--- src/rtl/core/ctin_pkg.sv ---
`timescale 1ns / 1ps
// ----------------------------------------------------------------------------
// ctin_pkg: shared types and constants for column type inference
// Command codes, parse phases, result type codes and the classified token
// that travels from the front stage through the queue to the back stage.
// ----------------------------------------------------------------------------
package ctin_pkg;

  typedef enum logic [1:0] {
    CMD_CHAR = 2'd0,
    CMD_EOV  = 2'd1,
    CMD_EOC  = 2'd2,
    CMD_NONE = 2'd3
  } cmd_t;

  typedef enum logic [2:0] {
    PH_START = 3'd0,
    PH_SIGN  = 3'd1,
    PH_WHOLE = 3'd2,
    PH_POINT = 3'd3,
    PH_FRAC  = 3'd4,
    PH_FAIL  = 3'd5
  } phase_t;

  localparam logic [2:0] TYPE_TEXT    = 3'd0;
  localparam logic [2:0] TYPE_INT32   = 3'd1;
  localparam logic [2:0] TYPE_INT64   = 3'd2;
  localparam logic [2:0] TYPE_DECIMAL = 3'd3;
  localparam logic [2:0] TYPE_STAMP   = 3'd4;
  localparam logic [2:0] TYPE_DATE    = 3'd5;

  localparam logic [4:0] POS_MAX       = 5'd20;
  localparam logic [4:0] WHOLE_MAX     = 5'd19;
  localparam logic [4:0] INT32_DIGITS  = 5'd9;
  localparam logic [4:0] INT64_DIGITS  = 5'd18;
  localparam logic [5:0] SCALE_MAX     = 6'd38;
  localparam logic [4:0] DATE_LEN      = 5'd10;
  localparam logic [4:0] STAMP_MIN_LEN = 5'd19;

  localparam int QDEPTH = 4;
  localparam int QAW    = $clog2(QDEPTH);

  typedef struct packed {
    cmd_t cmd;
    logic is_digit;
    logic is_zero;
    logic is_sign;
    logic is_dot;
    logic is_dash;
    logic is_colon;
    logic is_tsep;
  } token_t;

endpackage

--- src/rtl/core/ctin_front.sv ---
`timescale 1ns / 1ps
// ----------------------------------------------------------------------------
// ctin_front: input stage
// Accepts command and byte transfers, classifies the byte into character
// classes and holds the token until the queue takes it.
// ----------------------------------------------------------------------------
module ctin_front (
  input  logic                clk,
  input  logic                rst_n,
  input  logic                in_tvalid,
  output logic                in_tready,
  input  logic [7:0]          in_tdata,   // char_byte[7:0]
  input  logic [1:0]          in_tuser,   // command[1:0]
  output logic                tok_valid,
  input  logic                tok_ready,
  output ctin_pkg::token_t    tok
);

  logic              valid_r;
  logic              valid_nxt;
  ctin_pkg::token_t  tok_r;
  ctin_pkg::token_t  tok_nxt;
  logic              take;

  assign in_tready = !valid_r || tok_ready;
  assign take      = in_tvalid && in_tready;

  always_comb begin
    tok_nxt.cmd      = ctin_pkg::cmd_t'(in_tuser);
    tok_nxt.is_digit = (in_tdata >= 8'h30) && (in_tdata <= 8'h39);
    tok_nxt.is_zero  = (in_tdata == 8'h30);
    tok_nxt.is_sign  = (in_tdata == 8'h2b) || (in_tdata == 8'h2d);
    tok_nxt.is_dot   = (in_tdata == 8'h2e);
    tok_nxt.is_dash  = (in_tdata == 8'h2d);
    tok_nxt.is_colon = (in_tdata == 8'h3a);
    tok_nxt.is_tsep  = (in_tdata == 8'h54) || (in_tdata == 8'h20);
    valid_nxt = valid_r && !tok_ready;
    if (take && (tok_nxt.cmd != ctin_pkg::CMD_NONE)) begin
      valid_nxt = 1'b1;
    end
  end

  always_ff @(posedge clk) begin
    if (!rst_n) begin
      valid_r <= 1'b0;
    end else begin
      valid_r <= valid_nxt;
    end
  end

  always_ff @(posedge clk) begin
    if (take) begin
      tok_r <= tok_nxt;
    end
  end

  assign tok_valid = valid_r;
  assign tok       = tok_r;

endmodule

--- src/rtl/core/ctin_fifo.sv ---
`timescale 1ns / 1ps
// ----------------------------------------------------------------------------
// ctin_fifo: token queue
// A short first-in first-out queue that lets the front and back stages
// stall independently of each other.
// ----------------------------------------------------------------------------
module ctin_fifo (
  input  logic                clk,
  input  logic                rst_n,
  input  logic                wr_valid,
  output logic                wr_ready,
  input  ctin_pkg::token_t    wr_tok,
  output logic                rd_valid,
  input  logic                rd_ready,
  output ctin_pkg::token_t    rd_tok
);

  ctin_pkg::token_t             mem_r [ctin_pkg::QDEPTH];
  logic [ctin_pkg::QAW-1:0]     wr_ptr_r;
  logic [ctin_pkg::QAW-1:0]     wr_ptr_nxt;
  logic [ctin_pkg::QAW-1:0]     rd_ptr_r;
  logic [ctin_pkg::QAW-1:0]     rd_ptr_nxt;
  logic [ctin_pkg::QAW:0]       count_r;
  logic [ctin_pkg::QAW:0]       count_nxt;
  logic                         push;
  logic                         pop;

  assign wr_ready = (count_r != (ctin_pkg::QAW+1)'(ctin_pkg::QDEPTH));
  assign rd_valid = (count_r != '0);
  assign push     = wr_valid && wr_ready;
  assign pop      = rd_valid && rd_ready;
  assign rd_tok   = mem_r[rd_ptr_r];

  always_comb begin
    wr_ptr_nxt = push ? wr_ptr_r + 1'b1 : wr_ptr_r;
    rd_ptr_nxt = pop ? rd_ptr_r + 1'b1 : rd_ptr_r;
    count_nxt  = count_r;
    if (push && !pop) begin
      count_nxt = count_r + 1'b1;
    end else if (pop && !push) begin
      count_nxt = count_r - 1'b1;
    end
  end

  always_ff @(posedge clk) begin
    if (!rst_n) begin
      wr_ptr_r <= '0;
      rd_ptr_r <= '0;
      count_r  <= '0;
    end else begin
      wr_ptr_r <= wr_ptr_nxt;
      rd_ptr_r <= rd_ptr_nxt;
      count_r  <= count_nxt;
    end
  end

  always_ff @(posedge clk) begin
    if (push) begin
      mem_r[wr_ptr_r] <= wr_tok;
    end
  end

  property p_count_bounded;
    @(posedge clk) disable iff (!rst_n)
      count_r <= (ctin_pkg::QAW+1)'(ctin_pkg::QDEPTH);
  endproperty
  a_count_bounded: assert property (p_count_bounded) else $error("queue overfilled");

  property p_count_tracks;
    @(posedge clk) disable iff (!rst_n)
      (push && !pop) |=> (count_r == $past(count_r) + 1'b1);
  endproperty
  a_count_tracks: assert property (p_count_tracks) else $error("queue count lost a push");

endmodule

--- src/rtl/core/ctin_back.sv ---
`timescale 1ns / 1ps
// ----------------------------------------------------------------------------
// ctin_back: value parser and column accumulator
// Applies each token to the per-value parse state and the per-column flags,
// and at end of column places the inferred type in the output register.
// ----------------------------------------------------------------------------
module ctin_back (
  input  logic                clk,
  input  logic                rst_n,
  input  logic                tok_valid,
  output logic                tok_ready,
  input  ctin_pkg::token_t    tok,
  output logic                out_tvalid,
  input  logic                out_tready,
  output logic [15:0]         out_tdata   // column_type[2:0], decimal_scale[8:3]
);

  logic [4:0]         char_position_r, char_position_nxt;
  ctin_pkg::phase_t   number_phase_r, number_phase_nxt;
  logic [4:0]         whole_count_r, whole_count_nxt;
  logic               first_zero_r, first_zero_nxt;
  logic [5:0]         frac_count_r, frac_count_nxt;
  logic               date_ok_r, date_ok_nxt;
  logic               stamp_ok_r, stamp_ok_nxt;
  logic               saw_any_r, saw_any_nxt;
  logic               all_int32_r, all_int32_nxt;
  logic               all_int64_r, all_int64_nxt;
  logic               all_dec_r, all_dec_nxt;
  logic               every_date_r, every_date_nxt;
  logic               all_stamp_r, all_stamp_nxt;
  logic [5:0]         peak_scale_r, peak_scale_nxt;
  logic               out_valid_r, out_valid_nxt;
  logic [2:0]         out_type_r, out_type_nxt;
  logic [5:0]         out_scale_r, out_scale_nxt;

  logic               pop;
  logic               nonempty;
  logic               lead_zero;
  logic               is_int;
  logic               is_dec;
  logic               c_saw;
  logic               c_int32;
  logic               c_int64;
  logic               c_dec;
  logic               c_date;
  logic               c_stamp;
  logic [5:0]         c_scale;
  logic               pos_ok;

  assign tok_ready = (tok.cmd != ctin_pkg::CMD_EOC) || !out_valid_r || out_tready;
  assign pop       = tok_valid && tok_ready;

  always_comb begin
    nonempty  = (char_position_r != '0);
    lead_zero = (whole_count_r > 5'd1) && first_zero_r;
    is_int    = (number_phase_r == ctin_pkg::PH_WHOLE) && !lead_zero;
    is_dec    = (number_phase_r == ctin_pkg::PH_FRAC) && !lead_zero;
    c_saw     = saw_any_r || nonempty;
    c_int32   = all_int32_r;
    c_int64   = all_int64_r;
    c_dec     = all_dec_r;
    c_date    = every_date_r;
    c_stamp   = all_stamp_r;
    c_scale   = peak_scale_r;
    if (nonempty) begin
      c_int32 = all_int32_r && is_int && (whole_count_r <= ctin_pkg::INT32_DIGITS);
      c_int64 = all_int64_r && is_int && (whole_count_r <= ctin_pkg::INT64_DIGITS);
      c_dec   = all_dec_r && (is_int || is_dec);
      c_date  = every_date_r && date_ok_r && (char_position_r == ctin_pkg::DATE_LEN);
      c_stamp = all_stamp_r && stamp_ok_r && (char_position_r >= ctin_pkg::STAMP_MIN_LEN);
      if (is_dec && (frac_count_r > peak_scale_r)) begin
        c_scale = frac_count_r;
      end
    end

    if ((char_position_r == 5'd4) || (char_position_r == 5'd7)) begin
      pos_ok = tok.is_dash;
    end else if ((char_position_r == 5'd13) || (char_position_r == 5'd16)) begin
      pos_ok = tok.is_colon;
    end else if (char_position_r == 5'd10) begin
      pos_ok = tok.is_tsep;
    end else begin
      pos_ok = tok.is_digit;
    end

    char_position_nxt = char_position_r;
    number_phase_nxt  = number_phase_r;
    whole_count_nxt   = whole_count_r;
    first_zero_nxt    = first_zero_r;
    frac_count_nxt    = frac_count_r;
    date_ok_nxt       = date_ok_r;
    stamp_ok_nxt      = stamp_ok_r;
    saw_any_nxt       = saw_any_r;
    all_int32_nxt     = all_int32_r;
    all_int64_nxt     = all_int64_r;
    all_dec_nxt       = all_dec_r;
    every_date_nxt    = every_date_r;
    all_stamp_nxt     = all_stamp_r;
    peak_scale_nxt    = peak_scale_r;
    out_valid_nxt     = out_valid_r && !out_tready;
    out_type_nxt      = out_type_r;
    out_scale_nxt     = out_scale_r;

    if (pop) begin
      case (tok.cmd)
        ctin_pkg::CMD_CHAR: begin
          case (number_phase_r)
            ctin_pkg::PH_START, ctin_pkg::PH_SIGN: begin
              if ((number_phase_r == ctin_pkg::PH_START) && tok.is_sign) begin
                number_phase_nxt = ctin_pkg::PH_SIGN;
              end else if (tok.is_digit) begin
                number_phase_nxt = ctin_pkg::PH_WHOLE;
                whole_count_nxt  = 5'd1;
                first_zero_nxt   = tok.is_zero;
              end else begin
                number_phase_nxt = ctin_pkg::PH_FAIL;
              end
            end
            ctin_pkg::PH_WHOLE: begin
              if (tok.is_digit) begin
                if (whole_count_r < ctin_pkg::WHOLE_MAX) begin
                  whole_count_nxt = whole_count_r + 5'd1;
                end
              end else if (tok.is_dot) begin
                number_phase_nxt = ctin_pkg::PH_POINT;
              end else begin
                number_phase_nxt = ctin_pkg::PH_FAIL;
              end
            end
            ctin_pkg::PH_POINT, ctin_pkg::PH_FRAC: begin
              if (tok.is_digit) begin
                number_phase_nxt = ctin_pkg::PH_FRAC;
                if (frac_count_r < ctin_pkg::SCALE_MAX) begin
                  frac_count_nxt = frac_count_r + 6'd1;
                end
              end else begin
                number_phase_nxt = ctin_pkg::PH_FAIL;
              end
            end
            default: begin
              number_phase_nxt = ctin_pkg::PH_FAIL;
            end
          endcase
          if (char_position_r < ctin_pkg::DATE_LEN) begin
            if (!pos_ok) begin
              date_ok_nxt  = 1'b0;
              stamp_ok_nxt = 1'b0;
            end
          end else begin
            date_ok_nxt = 1'b0;
            if ((char_position_r < ctin_pkg::STAMP_MIN_LEN) && !pos_ok) begin
              stamp_ok_nxt = 1'b0;
            end
          end
          if (char_position_r < ctin_pkg::POS_MAX) begin
            char_position_nxt = char_position_r + 5'd1;
          end
        end
        ctin_pkg::CMD_EOV, ctin_pkg::CMD_EOC: begin
          char_position_nxt = '0;
          number_phase_nxt  = ctin_pkg::PH_START;
          whole_count_nxt   = '0;
          first_zero_nxt    = 1'b0;
          frac_count_nxt    = '0;
          date_ok_nxt       = 1'b1;
          stamp_ok_nxt      = 1'b1;
          saw_any_nxt       = c_saw;
          all_int32_nxt     = c_int32;
          all_int64_nxt     = c_int64;
          all_dec_nxt       = c_dec;
          every_date_nxt    = c_date;
          all_stamp_nxt     = c_stamp;
          peak_scale_nxt    = c_scale;
          if (tok.cmd == ctin_pkg::CMD_EOC) begin
            out_valid_nxt = 1'b1;
            out_scale_nxt = '0;
            if (!c_saw) begin
              out_type_nxt = ctin_pkg::TYPE_TEXT;
            end else if (c_int32) begin
              out_type_nxt = ctin_pkg::TYPE_INT32;
            end else if (c_int64) begin
              out_type_nxt = ctin_pkg::TYPE_INT64;
            end else if (c_dec) begin
              out_type_nxt  = ctin_pkg::TYPE_DECIMAL;
              out_scale_nxt = c_scale;
            end else if (c_stamp) begin
              out_type_nxt = ctin_pkg::TYPE_STAMP;
            end else if (c_date) begin
              out_type_nxt = ctin_pkg::TYPE_DATE;
            end else begin
              out_type_nxt = ctin_pkg::TYPE_TEXT;
            end
            saw_any_nxt    = 1'b0;
            all_int32_nxt  = 1'b1;
            all_int64_nxt  = 1'b1;
            all_dec_nxt    = 1'b1;
            every_date_nxt = 1'b1;
            all_stamp_nxt  = 1'b1;
            peak_scale_nxt = '0;
          end
        end
        default: begin
        end
      endcase
    end
  end

  always_ff @(posedge clk) begin
    if (!rst_n) begin
      char_position_r <= '0;
      number_phase_r  <= ctin_pkg::PH_START;
      whole_count_r   <= '0;
      first_zero_r    <= 1'b0;
      frac_count_r    <= '0;
      date_ok_r       <= 1'b1;
      stamp_ok_r      <= 1'b1;
      saw_any_r       <= 1'b0;
      all_int32_r     <= 1'b1;
      all_int64_r     <= 1'b1;
      all_dec_r       <= 1'b1;
      every_date_r    <= 1'b1;
      all_stamp_r     <= 1'b1;
      peak_scale_r    <= '0;
      out_valid_r     <= 1'b0;
    end else begin
      char_position_r <= char_position_nxt;
      number_phase_r  <= number_phase_nxt;
      whole_count_r   <= whole_count_nxt;
      first_zero_r    <= first_zero_nxt;
      frac_count_r    <= frac_count_nxt;
      date_ok_r       <= date_ok_nxt;
      stamp_ok_r      <= stamp_ok_nxt;
      saw_any_r       <= saw_any_nxt;
      all_int32_r     <= all_int32_nxt;
      all_int64_r     <= all_int64_nxt;
      all_dec_r       <= all_dec_nxt;
      every_date_r    <= every_date_nxt;
      all_stamp_r     <= all_stamp_nxt;
      peak_scale_r    <= peak_scale_nxt;
      out_valid_r     <= out_valid_nxt;
    end
  end

  always_ff @(posedge clk) begin
    out_type_r  <= out_type_nxt;
    out_scale_r <= out_scale_nxt;
  end

  assign out_tvalid = out_valid_r;
  assign out_tdata  = {7'd0, out_scale_r, out_type_r};

  property p_eoc_clears_column;
    @(posedge clk) disable iff (!rst_n)
      (pop && (tok.cmd == ctin_pkg::CMD_EOC)) |=>
        (!saw_any_r && (peak_scale_r == '0) && (char_position_r == '0));
  endproperty
  a_eoc_clears_column: assert property (p_eoc_clears_column)
    else $error("column state not cleared after end of column");

  property p_scale_only_decimal;
    @(posedge clk) disable iff (!rst_n)
      (out_valid_r && (out_type_r != ctin_pkg::TYPE_DECIMAL)) |-> (out_scale_r == '0);
  endproperty
  a_scale_only_decimal: assert property (p_scale_only_decimal)
    else $error("nonzero scale on a non-decimal result");

  property p_counters_saturate;
    @(posedge clk) disable iff (!rst_n)
      (char_position_r <= ctin_pkg::POS_MAX) && (frac_count_r <= ctin_pkg::SCALE_MAX) &&
      (whole_count_r <= ctin_pkg::WHOLE_MAX) && (peak_scale_r <= ctin_pkg::SCALE_MAX);
  endproperty
  a_counters_saturate: assert property (p_counters_saturate)
    else $error("counter passed its saturation limit");

endmodule

--- src/rtl/core/column_type_inference_top.sv ---
`timescale 1ns / 1ps
// ----------------------------------------------------------------------------
// column_type_inference_top: column type inference
// Classifies the bytes of a column's sample values in a front stage, queues
// the tokens, and infers the narrowest fitting type in a back stage.
// ----------------------------------------------------------------------------
// Throughput: one transfer per cycle on the input, for bytes and commands, while the
// queue has room; an end-of-column token waits in the queue while the previous result is not taken.
// Result path: out_tvalid rises once the end-of-column token has passed the front
// register, the queue and the output register, in that order.
// Reset: synchronous, active low; clears all value and column state and
// empties the queue and the output register.
// ----------------------------------------------------------------------------
module column_type_inference_top (
  input  logic        clk,
  input  logic        rst_n,
  input  logic        in_tvalid,
  output logic        in_tready,
  input  logic [7:0]  in_tdata,   // char_byte[7:0]
  input  logic [1:0]  in_tuser,   // command[1:0]
  output logic        out_tvalid,
  input  logic        out_tready,
  output logic [15:0] out_tdata   // column_type[2:0], decimal_scale[8:3], zero above
);

  logic              f_valid;
  logic              f_ready;
  ctin_pkg::token_t  f_tok;
  logic              q_valid;
  logic              q_ready;
  ctin_pkg::token_t  q_tok;

  ctin_front u_front (
    .clk       (clk),
    .rst_n     (rst_n),
    .in_tvalid (in_tvalid),
    .in_tready (in_tready),
    .in_tdata  (in_tdata),
    .in_tuser  (in_tuser),
    .tok_valid (f_valid),
    .tok_ready (f_ready),
    .tok       (f_tok)
  );

  ctin_fifo u_fifo (
    .clk      (clk),
    .rst_n    (rst_n),
    .wr_valid (f_valid),
    .wr_ready (f_ready),
    .wr_tok   (f_tok),
    .rd_valid (q_valid),
    .rd_ready (q_ready),
    .rd_tok   (q_tok)
  );

  ctin_back u_back (
    .clk        (clk),
    .rst_n      (rst_n),
    .tok_valid  (q_valid),
    .tok_ready  (q_ready),
    .tok        (q_tok),
    .out_tvalid (out_tvalid),
    .out_tready (out_tready),
    .out_tdata  (out_tdata)
  );

endmodule
--- config.mk ---
export PLATFORM = sky130hd
export DESIGN_NAME = column_type_inference_top
export DESIGN_NICKNAME = d
export VERILOG_FILES = /design/src/rtl/core/ctin_pkg.sv /design/src/rtl/core/ctin_front.sv /design/src/rtl/core/ctin_fifo.sv /design/src/rtl/core/ctin_back.sv /design/src/rtl/core/column_type_inference_top.sv
export SDC_FILE = /design/constraint.sdc
export NUM_CORES = 1
export LEC_CHECK = 0
export ABC_AREA = 0
export BUFFER_PORTS_ARGS = -buffer_cell sky130_fd_sc_hd__buf_2
export CAP_MARGIN = 30
export CORE_AREA = 8 8 103 105
export CTS_CLUSTER_SIZE = 24
export DETAILED_ROUTE_END_ITERATION = 7
export DIE_AREA = 0 0 111 113
export GPL_ROUTABILITY_DRIVEN = 0
export MAX_ROUTING_LAYER = met4
export PLACE_DENSITY = 0.75
export SLEW_MARGIN = 40
export SYNTH_ARGS = -nofsm -noshare
export SYNTH_HDL_FRONTEND = slang
export SYNTH_SLANG_ARGS = --single-unit
--- constraint.sdc ---
create_clock -name clk -period 8.9 [get_ports clk]
set_clock_uncertainty 0.2 [all_clocks]
set_input_delay 1.335 -clock clk [delete_from_list [all_inputs] [get_ports clk]]
set_output_delay 1.335 -clock clk [all_outputs]
set_load 0.02 [all_outputs]
==> metrics.md, run 1 <==
| Metric | Value |
|---|---|
| Pwr Total | 1.385 mW |
| Rel. slew slack | 44.33% |
| CP required | 9.00 ns |
| I/O Buffers | 24 |
| Hold Path Stages | 2 |
| Remaining Overflow, GRT | 0 |
| Post-CTS Hold Buffers | 0 |
| Initial DRC count | 146 |
| Synth unique cells | 74 |
| Placeable core region | 8977 um2 |
| P&R area growth vs syn | 7.035% |
| Setup CP Type | reg -> reg |
| FF+latch count, synth | 99 |
| Peak supply drop | 0.1248 mV |
| Max FO, Critical Path | 12 |
| Register area share after synthesis | 50.11% |
| Largest net degree at the start of global routing | 27 |
| Cells after Synth | 462 |
| Seq. cell area | 2522 um2 |
| Drt total wl | 9.904 mm |
| Leak | 1.910 nW |
| CP cell instances | mux4_1, inv_1, ha_1, and3b_1, nor2_1, inv_1, ha_1, inv_1, fa_1, xor2_1, or3_1, a21oi_1 |
| Commonest non-fill, non-tap cell in the layout | edfxtp_1 |
| Initial core utilization | 56.07% |
| Max-Cap Viols | 0 |
| Ys flop type | edfxtp_1 |
| Critical Path Most Common Cell | inv_1 |
| Worst-path clk slew | 0.10 ns |
| Fmax | 249.8 MHz |
| DP HPWL | 7.181 mm |
| Multi-input gate area | 2291 um2 |
| CP max stage cell | mux4_1 |
| Power Dens Cells | 257.0 nW/um2 |
| Vias | 3,574 |
| Detail Route Antenna Nets | 0 |
| Worst setup EP type | flip-flop |
| Synth Cell Area | 5034 um2 |
| Part of the cycle the worst path needs | 44.99% |
| Post-CTS Resized | 0 |
| Final #Nets | 515 |
| Synth warn | 0 |
| Status | completed |
| Drt first pass iters | 5 |
| FF-to-FF path depth | 12 |
| Routed length per instance | 16.67 um |
| Die X | 111 um |
| Die Y | 113 um |
| Post-synth EDFFs | 54 |
| Worst skew pair latency | 0.37 ns |
| # clock sinks | 99 |
| CTS Buf Count | 9 |
| Via density | 6.017 |
| First-pass GRT wire length | 16.35 mm |
| Total negative slack | 0 ns |
| Count of final setup violators | 0 |
| Final Hold Viols | 0 |
| H-tree levels | 3 |
| Initial antenna violation count | 0 |
| Die Area | 12,540 um2 |
| DRC violations left | 0 |
| CP Data Arrival Time | 4.10 ns |
| FP Rows | 35 |
| CP max stage delay | 0.64 ns |
| RSZ-0062 raised after global routing | no |
| Mean Syn Cell Area | 10.90 um2 |
| Fillers | 731 |
| Min-delay worst type | reg -> reg |
| Total track usage | 16.35% |
| Vias in the first global route | 3,427 |
| Post-synth ARST share | 0% |
| Root buffer cell | clkbuf_8 |
| Commonest cells after routing, fill and taps aside | edfxtp_1 (54), dfxtp_1 (45), nor2_1 (33) |
| Ports | 32 |
| Crit start category | flip-flop |
| CTS tree | built |
| Diodes inserted | 0 |
| Postcts setup bufs | 0 |
| Share of cells above drive strength 1 | 11.18% |
| CTS max path bufs | 2 |
| Fin. max-slew vios | 0 |
| Worst slew pin tran | 0.8286 ns |
| Min Clock Period, post-route | 4.004 ns |
-- layer usage --
metal | vias to the layer above | wire length, um | track usage, %
met1 | 1688 | 4354 | 18.93
met2 | 114 | 4900 | 26.99
met3 | 19 | 437 | 3.175
met4 | 0 | 212 | 7.658
li1 | 1753 | - | -
met5 | - | 0 | -
-- where the power goes --
part	leakage [nW]	switching [mW]	internal (mW)	total (mW)
Combinational	0.944	0.318	0.187	0.505
Clock	0.0951	0.172	0.109	0.280
Sequential	0.872	0.0578	0.542	0.599
Total	1.91	0.548	0.837	1.38
-- path summary, 6_finish.rpt --
check / startpoint / end / slack, ns
setup / recovery: flip-flop / u_fifo.count_r[2] / 4.90
hold / removal: u_back.all_stamp_r / u_back.all_stamp_r / 0.29
setup reg to reg: flip-flop / u_fifo.count_r[2] / 4.90
hold reg to reg: u_back.all_stamp_r / u_back.all_stamp_r / 0.29
-- cells in the mapped netlist, drive strengths merged, types with 4 or more instances --
library cell	instances	area, um2
nor4	9	56.30
mux4	9	229.0
xnor2	7	61.31
ha	22	275.3
or3	6	37.54
dfxtp	45	900.9
nor3b	6	50.05
o211ai	4	30.03
inv	30	112.6
buf	10	73.82
nor2	33	123.9
o31ai	4	35.03
xor2	4	35.03
o21ai	22	110.1
nand2	30	112.6
edfxtp	54	1622
nor3	6	30.03
nand3	25	125.1
nor2b	7	43.79
nand2b	6	37.54
a211oi	12	90.09
and2	6	37.54
mux2i	6	60.06
a21oi	14	73.82
o32ai	5	43.79
clkbuf	16	61.30
-- area by class of cell --
class                   count  share of cell area (%)
clock buffers               9                   2.299
clock inverters             7                   1.301
inverters                  31                   2.160
multi-input cells         312                   42.52
flip-flops and latches     99                   46.82
well taps                 111                   2.578
repair buffers             25                   2.322
-- cells by family (layout without fill, tap and decap cells) --
kind of cell	after synthesis	count (layout)	share of synthesized area [%]
multiplexers	15	15	5.742
AND/OR/NAND/NOR	157	157	16.85
flip-flops	99	99	50.11
AO/OA/AOI/OAI	99	99	14.44
other	1	7	0.07450
buffers and inverters	57	72	4.996
XOR/XNOR	11	11	1.914
adder cells (fa/ha/maj)	23	23	5.866
-- per-stage QoR --
step	util [%]	instances	setup WS [ns]	cell area, um2	hold slack, ns
5_1_grt	60.01	594	4.664	5388	0.3233
4_1_cts	59.86	593	4.885	5374	0.2901
6_report	60.01	594	4.896	5388	0.2871
3_5_place_dp	57.70	577	4.890	5180	0.2569
3_3_place_gp	57.70	577	5.048	5180	0.2455
2_1_floorplan	-	468	5.292	5056	0.2313
-- state kept, by name, summed over array words and instances, names as in the netlist, 2 cells and up, named ones only --
register,count
u_back.whole_count_r,5
u_back.number_phase_r,3
u_fifo.mem_r,36
u_front.tok,9
u_back.frac_count_r,6
u_back.out_type_r,3
u_back.char_position_r,5
u_fifo.rd_ptr_r,2
u_back.peak_scale_r,6
u_fifo.wr_ptr_r,2
u_back.out_scale_r,6
u_fifo.count_r,3
-- critical path: cells and delay by family, from the launching register on --
family | cells | cell delay, ns
AO/OA/AOI/OAI | 1 | 0.14
XOR/XNOR | 1 | 0.18
adder cells (fa/ha/maj) | 3 | 0.93
buffers and inverters | 3 | 0.53
flip-flops | 1 | 0.63
multiplexers | 1 | 0.64
AND/OR/NAND/NOR | 3 | 0.68
Note: power is estimated with default switching activity, not from simulation.
==> run 2, diff against run 1 <==
clock period = 3.7 ns   (was 8.9 ns; I/O delays follow)
==> metrics.md, run 2 (synthesis results as in run 1) <==
| Metric | Value |
|---|---|
| Status | completed |
| Total negative slack | 0 ns (unchanged) |
| Root buffer cell | clkbuf_8 |
| Initial core utilization | 56.07% (unchanged) |
| Drt first pass iters | 4 (-1) |
| Worst-path clk slew | 0.10 ns (about the same) |
| Final Hold Viols | 0 (unchanged) |
| Vias | 3,572 (-0.056%) |
| Worst slew pin tran | 0.7459 ns (-0.08273 ns) |
| Vias in the first global route | 3,571 (+4.2%) |
| Power Dens Cells | 626.6 nW/um2 (+140%) |
| Remaining Overflow, GRT | 0 (unchanged) |
| Commonest non-fill, non-tap cell in the layout | edfxtp_1 |
| H-tree levels | 3 (unchanged) |
| Fin. max-slew vios | 0 (unchanged) |
| Number of flip-flops in the largest register | 36 (unchanged) |
| I/O Buffers | 24 (unchanged) |
| Critical Path Most Common Cell | inv_1 |
| CTS tree | built |
| Setup WS pre-CTS | 0.3084 ns (-4.581 ns) |
| Via density | 5.943 (-1.2%) |
| Max-Cap Viols | 0 (unchanged) |
| Initial DRC count | 122 (-16%) |
| Rel. slew slack | 50.14% (+5.8 points) |
| CP max stage delay | 0.58 ns (-0.06 ns) |
| CP Data Arrival Time | 3.51 ns (-0.59 ns) |
| Fillers | 742 (+1.5%) |
| CP cell instances | mux4_1, inv_1, ha_1, and3b_1, nor2_1, inv_1, ha_1, inv_1, fa_1, xor2_1, or3_1, a21oi_1 |
| Post-CTS Resized | 0 (unchanged) |
| Worst skew pair latency | 0.36 ns (about the same) |
| CTS max path bufs | 2 (unchanged) |
| Initial antenna violation count | 0 (unchanged) |
| Setup CP Type | reg -> reg |
| FF-to-FF path depth | 12 (unchanged) |
| Multi-input gate area | 2282 um2 (-0.38%) |
| Drt total wl | 9.764 mm (-1.4%) |
| Max FO, Critical Path | 6 (-6) |
| Largest net degree at the start of global routing | 26 (-3.7%) |
| Routed length per instance | 16.25 um (-2.6%) |
| Hold Path Stages | 1 (-1) |
| Final WS setup | 0.2942 ns (-4.602 ns) |
| Peak supply drop | 0.3526 mV (+180%) |
| Detail Route Antenna Nets | 0 (unchanged) |
| Die X | 111 um (unchanged) |
| First-pass GRT wire length | 16.57 mm (+1.3%) |
| FP Rows | 35 (unchanged) |
| P&R area growth vs syn | 7.830% |
| Seq. cell area | 2522 um2 (unchanged) |
| Total track usage | 16.18% (-0.17 points) |
| CP max stage cell | mux4_1 |
| DRC violations left | 0 (unchanged) |
| Post-CTS Hold Buffers | 0 (unchanged) |
| CTS Buf Count | 9 (unchanged) |
| Min Clock Period, post-route | 3.406 ns (-0.5982 ns) |
| Diodes inserted | 0 (unchanged) |
| Worst setup EP type | flip-flop |
| DP HPWL | 7.231 mm (+0.69%) |
| Leak | 1.934 nW (+1.2%) |
| Min-delay worst type | in -> reg |
| Share of cells above drive strength 1 | 12.24% (+1.1 points) |
| Die Y | 113 um (unchanged) |
| Ports | 32 (unchanged) |
| Hold_ws | 0.1872 ns (-0.09991 ns) |
| Crit start category | flip-flop |
| CP required | 3.80 ns (-5.20 ns) |
| Most flop-heavy register | u_fifo.mem_r |
| Die Area | 12,540 um2 (unchanged) |
| Fmax | 293.6 MHz (+18%) |
| Final #Nets | 522 (+1.4%) |
| # clock sinks | 99 (unchanged) |
| Placeable core region | 8977 um2 (unchanged) |
| RSZ-0062 raised after global routing | no |
| Count of final setup violators | 0 (unchanged) |
| Commonest cells after routing, fill and taps aside | edfxtp_1 (54), dfxtp_1 (45), nor2_1 (33) |
| Part of the cycle the worst path needs | 92.05% (+47 points) |
| Postcts setup bufs | 0 (unchanged) |
[run 2: final cells by class]
type,instances,area share (%)
multi-input combinational,312,42.05
clock buffer,9,2.282
sequential,99,46.47
tap,111,2.559
inverter,31,2.144
clock inverter,7,1.222
timing repair buffer,32,3.273
[run 2: layer usage]
layer | global-route usage [%] | routed length, um | up-vias
met5 | - | 0 | -
met4 | 6.486 | 190 | 0
met3 | 2.963 | 425 | 17
met2 | 28.46 | 4830 | 85
met1 | 17.79 | 4317 | 1699
li1 | - | - | 1771
[run 2: path summary, 6_finish.rpt]
check / startpoint / endpoint / slack (ns)
min: in_tuser[1] / u_front.tok[8] / 0.19
max: flip-flop / u_fifo.count_r[2] / 0.29
max reg2reg: flip-flop / u_fifo.count_r[2] / 0.29
min reg2reg: u_back.saw_any_r / u_back.saw_any_r / 0.29
[run 2: power breakdown]
part / switching [mW] / internal [mW] / leakage, nW
Clock: 0.410 / 0.263 / 0.0982
Sequential: 0.116 / 1.30 / 0.872
Combinational: 0.811 / 0.499 / 0.964
[run 2: stage by stage]
stage	instance area (um2)	util, %	power [mW]	cells
final	5428	60.46	3.401	601
after global routing	5428	60.46	3.612	601
after CTS	5423	60.40	3.413	600
after detailed placement	5233	58.29	2.737	584
after global placement	5233	58.29	2.701	584
after floorplan	5056	-	2.381	468
[run 2: worst max-delay path: cells and delay by family (launching register included)]
kind,cells,cell delay (ns)
xor+xnor,1,0.18
fa+ha+maj,3,0.91
buf+inv,3,0.28
simple gates,3,0.71
mux,1,0.58
compound gates,1,0.13
flops,1,0.36
==> run 3, diff against run 2 <==
CORE_AREA = 8 8 105 107   (was 8 8 103 105)
DIE_AREA = 0 0 113 115   (was 0 0 111 113)
SLEW_MARGIN = default   (was 40)
clock period = 2.9 ns   (was 3.7 ns; I/O delays follow)
==> metrics.md, run 3 (synthesis results as in run 1) <==
| Metric | Value |
|---|---|
| Part of the cycle the worst path needs | 98.14% (+6.1 points) |
| Cell count after placement | 606 (+3.8%) |
| Vias in the first global route | 3,726 (+4.3%) |
| Total negative slack | 0 ns (unchanged) |
| Count of final setup violators | 0 (unchanged) |
| Max FO, Critical Path | 3 (-3) |
| CTS tree | built |
| Root buffer cell | clkbuf_8 |
| Drt total wl | 10.31 mm (+5.6%) |
| Ports | 32 (unchanged) |
| Detail Route Antenna Nets | 0 (unchanged) |
| Setup CP Type | reg -> reg |
| Via density | 5.958 (+0.25%) |
| DRC violations left | 0 (unchanged) |
| Fin cells | 626 (+4.2%) |
| Share of cells above drive strength 1 | 18.55% (+6.3 points) |
| Rel. slew slack | 61.38% (+11 points) |
| Commonest cells after routing, fill and taps aside | edfxtp_1 (54), dfxtp_1 (44), nor2_1 (32) |
| Worst skew pair latency | 0.37 ns (about the same) |
| RSZ-0062 raised after global routing | yes |
| Initial core utilization | 53.21% (-2.9 points) |
| CP bufs+invs | 3 (unchanged) |
| First-pass GRT wire length | 17.05 mm (+2.9%) |
| Status | completed |
| Initial DRC count | 250 (+100%) |
| DP HPWL | 7.561 mm (+4.6%) |
| Vias | 3,730 (+4.4%) |
| Total track usage | 16.62% (+0.43 points) |
| Crit start category | flip-flop |
| Power Dens Cells | 813.8 nW/um2 (+30%) |
| Final Hold Viols | 0 (unchanged) |
| Most flop-heavy register | u_fifo.mem_r |
| CTS Buf Count | 9 (unchanged) |
| Leak | 2.034 nW (+5.1%) |
| Largest net degree at the start of global routing | 26 (unchanged) |
| Worst-path clk slew | 0.10 ns (about the same) |
| Peak supply drop | 0.3031 mV (-14%) |
| Remaining Overflow, GRT | 0 (unchanged) |
| I/O Buffers | 24 (unchanged) |
| Fillers | 765 (+3.1%) |
| Setup WS pre-CTS | 0.003889 ns (-0.3045 ns) |
| P&R area growth vs syn | 12.08% |
| H-tree levels | 3 (unchanged) |
| Commonest non-fill, non-tap cell in the layout | edfxtp_1 |
| Die Y | 115 um (+1.8%) |
| Initial antenna violation count | 0 (unchanged) |
| Routed length per instance | 16.47 um (+1.4%) |
| CP cell instances | mux4_2, inv_2, ha_4, and3b_2, nor2_4, inv_2, ha_4, inv_2, fa_2, xor2_1, or3_1, a21oi_2 |
| Fin. max-slew vios | 0 (unchanged) |
| CP max stage delay | 0.52 ns (-0.06 ns) |
| Placeable core region | 9459 um2 (+5.4%) |
| # clock sinks | 99 (unchanged) |
| CP max stage cell | mux4_2 |
| Die X | 113 um (+1.8%) |
| Critical Path Most Common Cell | inv_2 |
| Worst slew pin tran | 0.5715 ns (-0.1744 ns) |
| Worst setup EP type | flip-flop |
| Final #Nets | 544 (+4.2%) |
| CP required | 3.00 ns (-0.80 ns) |
| Min Clock Period, post-route | 2.846 ns (-0.5599 ns) |
| FP Rows | 36 (+2.9%) |
| Number of flip-flops in the largest register | 36 (unchanged) |
| Min-delay worst type | in -> reg |
| Die Area | 13,000 um2 (+3.6%) |
| Max-Cap Viols | 0 (unchanged) |
| Fmax | 351.4 MHz (+20%) |
| CTS max path bufs | 2 (unchanged) |
| Drt first pass iters | 5 (+1) |
| Final WS setup | 0.05408 ns (-0.2401 ns) |
| CP Data Arrival Time | 2.95 ns (-0.56 ns) |
| CP delay by family, top | adder cells |
| Diodes inserted | 0 (unchanged) |
-- run 3: layer usage --
layer  share of wire, %  global-route usage [%]  vias up
li1                   -                       -     1813
met2                 49                   28.57      108
met4                1.9                   6.927        0
met1                 43                   18.78     1793
met3                5.4                   3.046       16
met5                  0                       -        -
-- run 3: layout make-up --
cell class                 instances  area, um2  area share, %
clock buffer                       9      123.9          2.196
clock inverter                     7      67.56          1.198
inverter                          31      116.4          2.063
multi-input combinational        312       2320          41.12
sequential                        99       2526          44.78
tap                              114      142.6          2.528
timing repair buffer              54      345.3          6.121
-- run 3: timing repair --
item	in CTS	in global routing
gates resized for setup	1	3
cloned	0	0
endpoints found under the setup margin	3	6
buffers inserted	1	3
hold buffers	0	0
-- run 3: stage by stage --
step	util, %	hold WS, ns	instance area (um2)	power [mW]
after floorplan	-	0.2313	5100	3.105
after global placement	57.22	0.2443	5413	3.635
after detailed placement	57.22	0.2670	5413	3.703
after CTS	59.35	0.04395	5614	4.552
after global routing	59.64	0.03641	5642	4.863
final	59.64	0.05480	5642	4.591
-- run 3: where the power goes --
group | leakage (nW) | internal, mW | switching [mW]
Clock | 0.0958 | 0.336 | 0.521
Sequential | 0.872 | 1.66 | 0.160
Combinational | 1.07 | 0.811 | 1.10
Total | 2.03 | 2.81 | 1.78
-- run 3: path summary, 6_finish.rpt --
| kind | to | startpoint | slack, ns | depth (start not counted) |
|---|---|---|---|---|
| max | u_fifo.count_r[2] | flip-flop | 0.05 | 12 |
| min reg2reg | u_back.date_ok_r | u_back.date_ok_r | 0.29 | 2 |
| min | u_front.tok[8] | in_tuser[1] | 0.05 | 1 |
| max reg2reg | u_fifo.count_r[2] | flip-flop | 0.05 | 12 |
-- run 3: worst register-to-register path: cells and delay by family (launching register included) --
family          cells  cell delay (ns)
flops               1             0.38
compound gates      1             0.12
simple gates        3             0.61
buf+inv             3             0.20
mux                 1             0.52
xor+xnor            1             0.15
fa+ha+maj           3             0.60
